[config.mk]
export PLATFORM = sky130hd
export DESIGN_NAME = modular_exponentiation
export DESIGN_NICKNAME = d
export VERILOG_FILES = /design/src/design/mexp_pkg.sv /design/src/design/mexp_datapath.sv /design/src/design/mexp_ctrl.sv /design/src/design/modular_exponentiation.sv
export SDC_FILE = /design/constraint.sdc
export NUM_CORES = 1
export LEC_CHECK = 0
export BUFFER_PORTS_ARGS = -buffer_cell sky130_fd_sc_hd__buf_4
export CORE_MARGIN = 3
export CORE_UTILIZATION = 31
export DETAILED_ROUTE_END_ITERATION = 12
export MAX_ROUTING_LAYER = met4
export SLEW_MARGIN = 10
export SYNTH_ARGS = -nofsm -noshare
export SYNTH_HDL_FRONTEND = slang
export SYNTH_HIERARCHICAL = 1
export SYNTH_SLANG_ARGS = --single-unit
[constraint.sdc]
create_clock -name clk -period 9.15 [get_ports clk]
set_input_delay 2.2875 -clock clk [delete_from_list [all_inputs] [get_ports clk]]
set_output_delay 2.2875 -clock clk [all_outputs]
set_load 0.05 [all_outputs]
[src/design/mexp_pkg.sv]
// ----------------------------------------------------------------------------
// mexp_pkg: shared types for the modular exponentiation block
// Operand widths, the multiply operand select and the command and status
// groups passed between the controller and the datapath.
// ----------------------------------------------------------------------------
`default_nettype none

package mexp_pkg;

  // Operand width of base, exponent, modulus and result
  localparam int WIDTH = 31;
  // Bit counter width for one pass of the shift-add unit
  localparam int CNT_W = $clog2(WIDTH);

  typedef logic [WIDTH-1:0] word_t;
  typedef logic [WIDTH:0]   wide_t;
  typedef logic [CNT_W-1:0] cnt_t;

  // Operand select for one modular multiplication
  typedef enum logic [1:0] {
    OP_REDUCE = 2'd0,  // 1 * base mod m: first reduction of the base
    OP_ACC    = 2'd1,  // acc * base mod m
    OP_SQUARE = 2'd2   // base * base mod m, then shift the exponent
  } op_sel_t;

  // Controller to datapath
  typedef struct packed {
    logic    load;       // capture a new request
    logic    mul_start;  // start one modular multiplication
    op_sel_t op;         // which operands and which register to update
  } cmd_t;

  // Datapath to controller
  typedef struct packed {
    logic mod_zero;  // captured modulus is zero
    logic exp_zero;  // remaining exponent is zero
    logic exp_lsb;   // low bit of the remaining exponent
    logic mul_done;  // last step of the running multiplication
  } status_t;

endpackage

`default_nettype wire

[src/design/mexp_datapath.sv]
// ----------------------------------------------------------------------------
// mexp_datapath: operand registers and shift-add modular multiplier
// Holds modulus, remaining exponent, running base and accumulator, and
// forms (a * b) mod m one multiplier bit per cycle, MSB first.
// ----------------------------------------------------------------------------
`default_nettype none

module mexp_datapath (
  input  wire logic              clk,
  input  wire logic              rst,
  input  wire mexp_pkg::cmd_t    cmd,
  output mexp_pkg::status_t      status,
  input  wire mexp_pkg::word_t   base_value,
  input  wire mexp_pkg::word_t   exponent,
  input  wire mexp_pkg::word_t   modulus,
  output mexp_pkg::word_t        result
);

  mexp_pkg::word_t   mod_r;
  mexp_pkg::word_t   exp_r;
  mexp_pkg::word_t   base_r;
  mexp_pkg::word_t   acc_r;

  // Multiplier registers
  mexp_pkg::word_t   pa;      // multiplicand, below or equal to the modulus
  mexp_pkg::word_t   pb;      // multiplier bits, consumed from the top
  mexp_pkg::word_t   pacc;    // partial product, kept below the modulus
  mexp_pkg::cnt_t    cnt;
  logic              busy;
  mexp_pkg::op_sel_t op_r;

  mexp_pkg::wide_t   dbl;
  mexp_pkg::wide_t   dbl_sub;
  mexp_pkg::word_t   red1;
  mexp_pkg::word_t   addend;
  mexp_pkg::wide_t   sum;
  mexp_pkg::wide_t   sum_sub;
  mexp_pkg::word_t   red2;
  logic              last_step;

  // Double and reduce, then add the multiplicand when the top multiplier bit is set and reduce
  always_comb begin
    dbl     = {pacc, 1'b0};
    dbl_sub = dbl - {1'b0, mod_r};
    red1    = (dbl >= {1'b0, mod_r}) ? dbl_sub[mexp_pkg::WIDTH-1:0]
                                     : dbl[mexp_pkg::WIDTH-1:0];
    addend  = pb[mexp_pkg::WIDTH-1] ? pa : '0;
    sum     = {1'b0, red1} + {1'b0, addend};
    sum_sub = sum - {1'b0, mod_r};
    red2    = (sum >= {1'b0, mod_r}) ? sum_sub[mexp_pkg::WIDTH-1:0]
                                     : sum[mexp_pkg::WIDTH-1:0];
  end

  assign last_step = busy && (cnt == '0);

  // Multiplier control
  always_ff @(posedge clk) begin
    if (rst) begin
      busy <= 1'b0;
    end else if (cmd.mul_start) begin
      busy <= 1'b1;
    end else if (last_step) begin
      busy <= 1'b0;
    end
  end

  // Operand loading, stepping and write-back
  always_ff @(posedge clk) begin
    if (cmd.load) begin
      mod_r  <= modulus;
      exp_r  <= exponent;
      base_r <= base_value;
      acc_r  <= (modulus == '0) ? '0 : mexp_pkg::word_t'(1);
    end else if (cmd.mul_start) begin
      pacc <= '0;
      cnt  <= mexp_pkg::cnt_t'(mexp_pkg::WIDTH - 1);
      op_r <= cmd.op;
      case (cmd.op)
        mexp_pkg::OP_REDUCE: begin
          pa <= mexp_pkg::word_t'(1);
          pb <= base_r;
        end
        mexp_pkg::OP_ACC: begin
          pa <= acc_r;
          pb <= base_r;
        end
        mexp_pkg::OP_SQUARE: begin
          pa <= base_r;
          pb <= base_r;
        end
        default: begin
          pa <= '0;
          pb <= '0;
        end
      endcase
    end else if (busy) begin
      pacc <= red2;
      pb   <= {pb[mexp_pkg::WIDTH-2:0], 1'b0};
      cnt  <= cnt - mexp_pkg::cnt_t'(1);
      if (last_step) begin
        case (op_r)
          mexp_pkg::OP_REDUCE: base_r <= red2;
          mexp_pkg::OP_ACC:    acc_r  <= red2;
          mexp_pkg::OP_SQUARE: begin
            base_r <= red2;
            exp_r  <= {1'b0, exp_r[mexp_pkg::WIDTH-1:1]};
          end
          default: ;
        endcase
      end
    end
  end

  assign status.mod_zero = (mod_r == '0);
  assign status.exp_zero = (exp_r == '0);
  assign status.exp_lsb  = exp_r[0];
  assign status.mul_done = last_step;
  assign result          = acc_r;

endmodule

`default_nettype wire

[src/design/mexp_ctrl.sv]
// ----------------------------------------------------------------------------
// mexp_ctrl: sequencer for square-and-multiply
// Walks the exponent LSB first, issuing one multiply for each set bit and
// one square for every bit up to the highest set bit, and holds the result until it is taken.
// ----------------------------------------------------------------------------
`default_nettype none

module mexp_ctrl (
  input  wire logic               clk,
  input  wire logic               rst,
  input  wire logic               in_valid,
  output logic                    in_stall,
  output logic                    out_valid,
  input  wire logic               out_stall,
  output mexp_pkg::cmd_t          cmd,
  input  wire mexp_pkg::status_t  status
);

  typedef enum logic [2:0] {
    S_IDLE,
    S_START,
    S_REDUCE,
    S_CHECK,
    S_MUL_ACC,
    S_SQ_ISSUE,
    S_SQUARE,
    S_DONE
  } state_t;

  state_t state;
  state_t state_next;
  logic   out_valid_next;

  assign in_stall = (state != S_IDLE);

  // Next state and commands
  always_comb begin
    state_next     = state;
    out_valid_next = out_valid;
    cmd.load       = 1'b0;
    cmd.mul_start  = 1'b0;
    cmd.op         = mexp_pkg::OP_REDUCE;
    case (state)
      S_IDLE: begin
        if (in_valid) begin
          cmd.load   = 1'b1;
          state_next = S_START;
        end
      end
      S_START: begin
        // Zero modulus: no reduction, the result is zero
        if (status.mod_zero) begin
          state_next     = S_DONE;
          out_valid_next = 1'b1;
        end else begin
          cmd.mul_start = 1'b1;
          cmd.op        = mexp_pkg::OP_REDUCE;
          state_next    = S_REDUCE;
        end
      end
      S_REDUCE: begin
        if (status.mul_done) begin
          state_next = S_CHECK;
        end
      end
      S_CHECK: begin
        if (status.exp_zero) begin
          state_next     = S_DONE;
          out_valid_next = 1'b1;
        end else if (status.exp_lsb) begin
          cmd.mul_start = 1'b1;
          cmd.op        = mexp_pkg::OP_ACC;
          state_next    = S_MUL_ACC;
        end else begin
          cmd.mul_start = 1'b1;
          cmd.op        = mexp_pkg::OP_SQUARE;
          state_next    = S_SQUARE;
        end
      end
      S_MUL_ACC: begin
        if (status.mul_done) begin
          state_next = S_SQ_ISSUE;
        end
      end
      S_SQ_ISSUE: begin
        cmd.mul_start = 1'b1;
        cmd.op        = mexp_pkg::OP_SQUARE;
        state_next    = S_SQUARE;
      end
      S_SQUARE: begin
        if (status.mul_done) begin
          state_next = S_CHECK;
        end
      end
      S_DONE: begin
        // Hold the result until the receiver takes it
        if (!out_stall) begin
          state_next     = S_IDLE;
          out_valid_next = 1'b0;
        end
      end
      default: begin
        state_next     = S_IDLE;
        out_valid_next = 1'b0;
      end
    endcase
  end

  // State and registered output
  always_ff @(posedge clk) begin
    if (rst) begin
      state     <= S_IDLE;
      out_valid <= 1'b0;
    end else begin
      state     <= state_next;
      out_valid <= out_valid_next;
    end
  end

endmodule

`default_nettype wire

[src/design/modular_exponentiation.sv]
// ----------------------------------------------------------------------------
// modular_exponentiation: base ** exponent mod modulus
// Right-to-left binary square-and-multiply over a shift-add modular
// multiplier; a zero exponent gives 1 for any nonzero modulus.
// ----------------------------------------------------------------------------
//
//   channel   signals                                   direction
//   request   in_valid, in_stall, base_value, exponent,   in
//             modulus
//   result    out_valid, out_stall, result               out
//
// One request at a time. Each modular multiplication is an issue step, then
// WIDTH shift-add steps, one multiplier bit per cycle. A request runs the
// base reduction, then for each exponent bit up to its highest set bit a
// multiply into the accumulator when the bit is set followed by a square,
// and one last check before out_valid. Once an unstalled result has left,
// the next request can be taken in the cycle after.
// Reset is synchronous and clears the controller and the multiplier busy flag.
// A stalled result is held in the accumulator; no new request is taken until
// it leaves.
// ----------------------------------------------------------------------------
`default_nettype none

module modular_exponentiation (
  input  wire logic            clk,
  input  wire logic            rst,
  input  wire logic            in_valid,
  output logic                 in_stall,
  input  wire mexp_pkg::word_t base_value,
  input  wire mexp_pkg::word_t exponent,
  input  wire mexp_pkg::word_t modulus,
  output logic                 out_valid,
  input  wire logic            out_stall,
  output mexp_pkg::word_t      result
);

  mexp_pkg::cmd_t    cmd;
  mexp_pkg::status_t status;

  mexp_ctrl u_ctrl (
    .clk       (clk),
    .rst       (rst),
    .in_valid  (in_valid),
    .in_stall  (in_stall),
    .out_valid (out_valid),
    .out_stall (out_stall),
    .cmd       (cmd),
    .status    (status)
  );

  mexp_datapath u_datapath (
    .clk        (clk),
    .rst        (rst),
    .cmd        (cmd),
    .status     (status),
    .base_value (base_value),
    .exponent   (exponent),
    .modulus    (modulus),
    .result     (result)
  );

  // A waiting result blocks new requests
  assert property (@(posedge clk) disable iff (rst)
    out_valid |-> in_stall)
    else $error("request taken while a result is pending");

  // An accepted request is never answered in the next cycle
  assert property (@(posedge clk) disable iff (rst)
    (in_valid && !in_stall) |=> !out_valid)
    else $error("result shown right after request");

  // Zero modulus answers zero, going from the start state straight to done
  assert property (@(posedge clk) disable iff (rst)
    (in_valid && !in_stall && (modulus == '0)) |=> ##1 (out_valid && (result == '0)))
    else $error("zero modulus not answered with zero");

  // No multiply runs while a result is on the output
  assert property (@(posedge clk) disable iff (rst)
    out_valid |-> (!cmd.mul_start && !status.mul_done))
    else $error("multiplier active while result pending");

endmodule

`default_nettype wire
==> impl_results.html <==
<table>
<tr><th>Metric</th><th>Value</th></tr>
<tr><th colspan="2">Run status</th></tr>
<tr><td>Run status</td><td>complete, no violations</td></tr>
<tr><th colspan="2">Synthesis</th></tr>
<tr><td>Number of library cell types mapped by synthesis</td><td>81</td></tr>
<tr><td>Total of warnings raised by yosys</td><td>6</td></tr>
<tr><td>Share of flip-flops with an asynchronous set or reset after synthesis</td><td>0</td></tr>
<tr><td>Prevailing post-synth register cell</td><td>sky130_fd_sc_hd__edfxtp_1</td></tr>
<tr><td>Cell count after synthesis</td><td>1569</td></tr>
<tr><td>Synthesized area</td><td>15300 sq um</td></tr>
<tr><td>Sequential cell area fraction in the yosys report</td><td>0.446</td></tr>
<tr><td>Synth Area per Inst</td><td>9.77 sq um</td></tr>
<tr><td>Synthesis-stage register bit count</td><td>229</td></tr>
<tr><td>Mapped Nets</td><td>1763</td></tr>
<tr><td>Number of flops mapped to enable cells by yosys</td><td>224</td></tr>
<tr><th colspan="2">Timing</th></tr>
<tr><td>Sum of negative setup slack</td><td>0 ns</td></tr>
<tr><td>Headroom to the max-slew limit</td><td>0.250</td></tr>
<tr><td>Count of pins over their slew limit</td><td>0</td></tr>
<tr><td>Max Clk Rate</td><td>115 MHz</td></tr>
<tr><td>Unrepaired setup endpoints after global routing</td><td>false</td></tr>
<tr><td>Clock skew</td><td>0.0205 ns</td></tr>
<tr><td>Final Hold Vio Count</td><td>0</td></tr>
<tr><td>Fin crit share</td><td>0.952</td></tr>
<tr><td>Slew at the pin closest to its max-slew limit</td><td>1.12 ns</td></tr>
<tr><td>Setup Viol. Count Final</td><td>0</td></tr>
<tr><td>Final critical-path required period</td><td>8.71 ns</td></tr>
<tr><th colspan="2">Clocking</th></tr>
<tr><td>Clock-pin transition on the worst setup and hold timing paths</td><td>0.06 ns</td></tr>
<tr><td>Sink Count</td><td>229</td></tr>
<tr><td>Clock buffer depth</td><td>3</td></tr>
<tr><td>CTS tree</td><td>done</td></tr>
<tr><td>Buffer cell driving the clock tree root</td><td>sky130_fd_sc_hd__clkbuf_16</td></tr>
<tr><td>Skew-Pair Late Insertion Delay</td><td>0.53 ns</td></tr>
<tr><td>Total number of H-tree levels</td><td>1</td></tr>
<tr><td>Post-CTS Hold Buffers</td><td>0</td></tr>
<tr><td>TritonCTS Buffers</td><td>25</td></tr>
<tr><th colspan="2">Setup path</th></tr>
<tr><td>Data required time at the worst endpoint</td><td>9.49 ns</td></tr>
<tr><td>R2R cell count</td><td>30</td></tr>
<tr><td>Kind of end point of the critical path</td><td>flip-flop</td></tr>
<tr><td>Crit path kind</td><td>flip-flop to flip-flop</td></tr>
<tr><td>Critical Path AT</td><td>9.05 ns</td></tr>
<tr><td>Startpoint types</td><td>flip-flop</td></tr>
<tr><td>Cell mode on critical path</td><td>sky130_fd_sc_hd__buf_4</td></tr>
<tr><td>Crit-path max FO</td><td>10</td></tr>
<tr><td>Delay of the slowest cell on the worst path</td><td>0.52 ns</td></tr>
<tr><td>Worst path slowest cell</td><td>sky130_fd_sc_hd__fa_1</td></tr>
<tr><th colspan="2">Cells and area</th></tr>
<tr><td>Area growth, synth to finish</td><td>17.4%</td></tr>
<tr><td>Share of cells above drive strength 1</td><td>0.164</td></tr>
<tr><td>Final net count</td><td>1875</td></tr>
<tr><td>Antenna Diode Count</td><td>0</td></tr>
<tr><th colspan="2">Detailed routing</th></tr>
<tr><td>Number of antenna-violating nets in the routed design</td><td>0</td></tr>
<tr><td>Post-detailed-routing wire length</td><td>50300 um</td></tr>
<tr><td>Number of detailed-route iterations in the first pass</td><td>5</td></tr>
<tr><td>DRC marker count from the first detailed-route iteration</td><td>933</td></tr>
<tr><td>Mean routed wirelength per cell</td><td>21.4 um</td></tr>
<tr><td>Post-route DRC</td><td>0</td></tr>
<tr><td>Routed via count</td><td>12530</td></tr>
<tr><td>Via density per instance</td><td>5.33</td></tr>
<tr><th colspan="2">Global route</th></tr>
<tr><td>Remaining global-route overflow</td><td>0</td></tr>
<tr><td>Global routing's busiest layer</td><td>met2</td></tr>
<tr><td>Global routing usage on met1</td><td>0.260</td></tr>
<tr><td>Met3 layer usage reported by global route</td><td>0.0260</td></tr>
<tr><td>Initial antenna violation count</td><td>0</td></tr>
<tr><td>Via count of the first global-routing pass</td><td>12267</td></tr>
<tr><td>Global-route wire length before repair</td><td>74800 um</td></tr>
<tr><td>Maximum number of pins on one net before global-route repair</td><td>73</td></tr>
<tr><td>Met2 usage</td><td>0.306</td></tr>
<tr><td>GR Util All Layers</td><td>0.190</td></tr>
<tr><th colspan="2">Place</th></tr>
<tr><td>Placer Congestion</td><td>0.909</td></tr>
<tr><td>Number of buffers inserted by port buffering</td><td>129</td></tr>
<tr><td>HPWL after DPL</td><td>39300 um</td></tr>
<tr><th colspan="2">Floorplanning</th></tr>
<tr><td>Die Footprint</td><td>52100 sq um</td></tr>
<tr><td>Initial standard-cell utilization of the core</td><td>0.318</td></tr>
<tr><td>Core box area</td><td>48200 sq um</td></tr>
<tr><td>Die Width</td><td>228 um</td></tr>
<tr><td>Die boundary height</td><td>228 um</td></tr>
<tr><td>I/O pin cnt</td><td>130</td></tr>
<tr><td>Site row count</td><td>80</td></tr>
<tr><th colspan="2">Worst hold path</th></tr>
<tr><td>Hold Path Cell Cnt</td><td>2</td></tr>
<tr><td>Class of the tightest hold or removal check</td><td>flip-flop to flip-flop</td></tr>
<tr><th colspan="2">Run</th></tr>
<tr><td>Max-capacitance violation count</td><td>0</td></tr>
</table>
routing by layer:
metal  part of all wire  vias up
met4              0.014        0
li1                   -     6045
met3              0.061       39
met5                  0        -
met1               0.46     6067
met2               0.47      379
cell type report:
cell class	instances	area (sq um)
clock buffer	27	633
sequential	229	6830
inverter	109	409
multi-input combinational	1162	7960
tap	656	821
clock inverter	16	159
fill	4926	30300
timing repair buffer	154	1170
cells in the mapped netlist (all sizes together) (23+ instances only):
library cell | number | share of area
a21o | 49 | 0.024
a21oi | 129 | 0.042
nor2 | 142 | 0.035
xnor2 | 42 | 0.024
nand2 | 127 | 0.031
edfxtp | 224 | 0.44
a22o | 31 | 0.018
and2 | 38 | 0.016
nor4 | 28 | 0.011
mux2 | 35 | 0.026
ha | 94 | 0.077
clkbuf | 51 | 0.012
o21ai | 103 | 0.034
mux2i | 23 | 0.015
nand4 | 26 | 0.011
nor3 | 33 | 0.011
inv | 108 | 0.026
xor2 | 27 | 0.015
repair_timing:
action,CTS,global route
gates resized for setup,0,28
endpoints found under the setup margin,0,85
buffers inserted,0,1
layout by cell type, fill, tap and decap left out, types with 5 or more instances in the layout:
master,instances
sky130_fd_sc_hd__nand3_1,17
sky130_fd_sc_hd__o21a_1,9
sky130_fd_sc_hd__buf_4,152
sky130_fd_sc_hd__a2111oi_0,7
sky130_fd_sc_hd__or2_2,11
sky130_fd_sc_hd__a211oi_1,19
sky130_fd_sc_hd__mux2i_1,10
sky130_fd_sc_hd__o21ai_1,25
sky130_fd_sc_hd__xnor2_1,42
sky130_fd_sc_hd__mux2_2,32
sky130_fd_sc_hd__nand4_1,26
sky130_fd_sc_hd__clkinv_1,7
sky130_fd_sc_hd__xor2_1,27
sky130_fd_sc_hd__nand2b_1,13
sky130_fd_sc_hd__and4_1,5
sky130_fd_sc_hd__nor4_1,28
sky130_fd_sc_hd__mux2i_2,10
sky130_fd_sc_hd__inv_1,107
sky130_fd_sc_hd__and3_1,5
sky130_fd_sc_hd__nand3b_1,8
sky130_fd_sc_hd__a22o_1,31
sky130_fd_sc_hd__a31oi_1,8
sky130_fd_sc_hd__nor2b_1,9
sky130_fd_sc_hd__ha_1,94
sky130_fd_sc_hd__o21bai_1,15
sky130_fd_sc_hd__edfxtp_1,224
sky130_fd_sc_hd__a21oi_1,126
sky130_fd_sc_hd__o31ai_1,7
sky130_fd_sc_hd__a21o_1,49
sky130_fd_sc_hd__and2_1,38
sky130_fd_sc_hd__dfxtp_1,5
sky130_fd_sc_hd__clkbuf_16,25
sky130_fd_sc_hd__o21ai_0,77
sky130_fd_sc_hd__o211ai_1,12
sky130_fd_sc_hd__or3_1,10
sky130_fd_sc_hd__nor2_1,141
sky130_fd_sc_hd__nand2_1,126
sky130_fd_sc_hd__nor3_1,32
cells by family after synthesis:
group | share of synthesized area
AO/OA/AOI/OAI | 0.191
XOR/XNOR | 0.0394
adder cells (fa/ha/maj) | 0.0807
buffers and inverters | 0.0465
flip-flops | 0.446
multiplexers | 0.0407
AND/OR/NAND/NOR | 0.156
flip-flops by register name, indices dropped and copies added (netlist names):
| register | flops |
|---|---|
| u_datapath/busy | 1 |
| u_datapath/mod_r | 31 |
| u_datapath/pa | 31 |
| u_datapath/pb | 31 |
| u_datapath/exp_r | 31 |
| u_ctrl/out_valid | 1 |
| u_datapath/pacc | 31 |
| u_datapath/cnt | 5 |
| u_datapath/result | 31 |
| u_datapath/op_r | 2 |
| u_ctrl/state | 3 |
| u_datapath/base_r | 31 |
through the flow:
step,utilization,setup WS [ns],std cells,hold WS (ns),instance area (sq um)
after global placement,0.353,0.325,2309,0.498,17000
after detailed placement,0.353,0.297,2309,0.529,17000
after floorplan,-,1.43,1569,0.479,15300
after CTS,0.370,0.251,2352,0.542,17800
final,0.373,0.436,2353,0.544,18000
after global routing,0.373,0.0140,2353,0.576,18000
worst max-delay path: cells and delay by family, from the launching register on:
| family | cells | cell delay, ns |
|---|---|---|
| buffers and inverters | 4 | 0.64 |
| adder cells (fa/ha/maj) | 3 | 1.33 |
| AND/OR/NAND/NOR | 7 | 1.86 |
| flip-flops | 1 | 0.35 |
| AO/OA/AOI/OAI | 15 | 3.92 |
| multiplexers | 1 | 0.40 |
path summary, 6_finish.rpt:
check	to	slack (ns)	startpoint
worst max register to register	u_datapath/pacc[28]	0.44	u_datapath/mod_r[1]
worst min register to register	u_datapath/busy	0.54	u_datapath/busy
worst min-delay path	u_datapath/busy	0.54	u_datapath/busy
worst max-delay path	u_datapath/pacc[28]	0.44	u_datapath/mod_r[1]
Power is left out: the tool's default activity adds up to more than one toggle a clock period on the data nets, which glitch-free logic cannot reach.
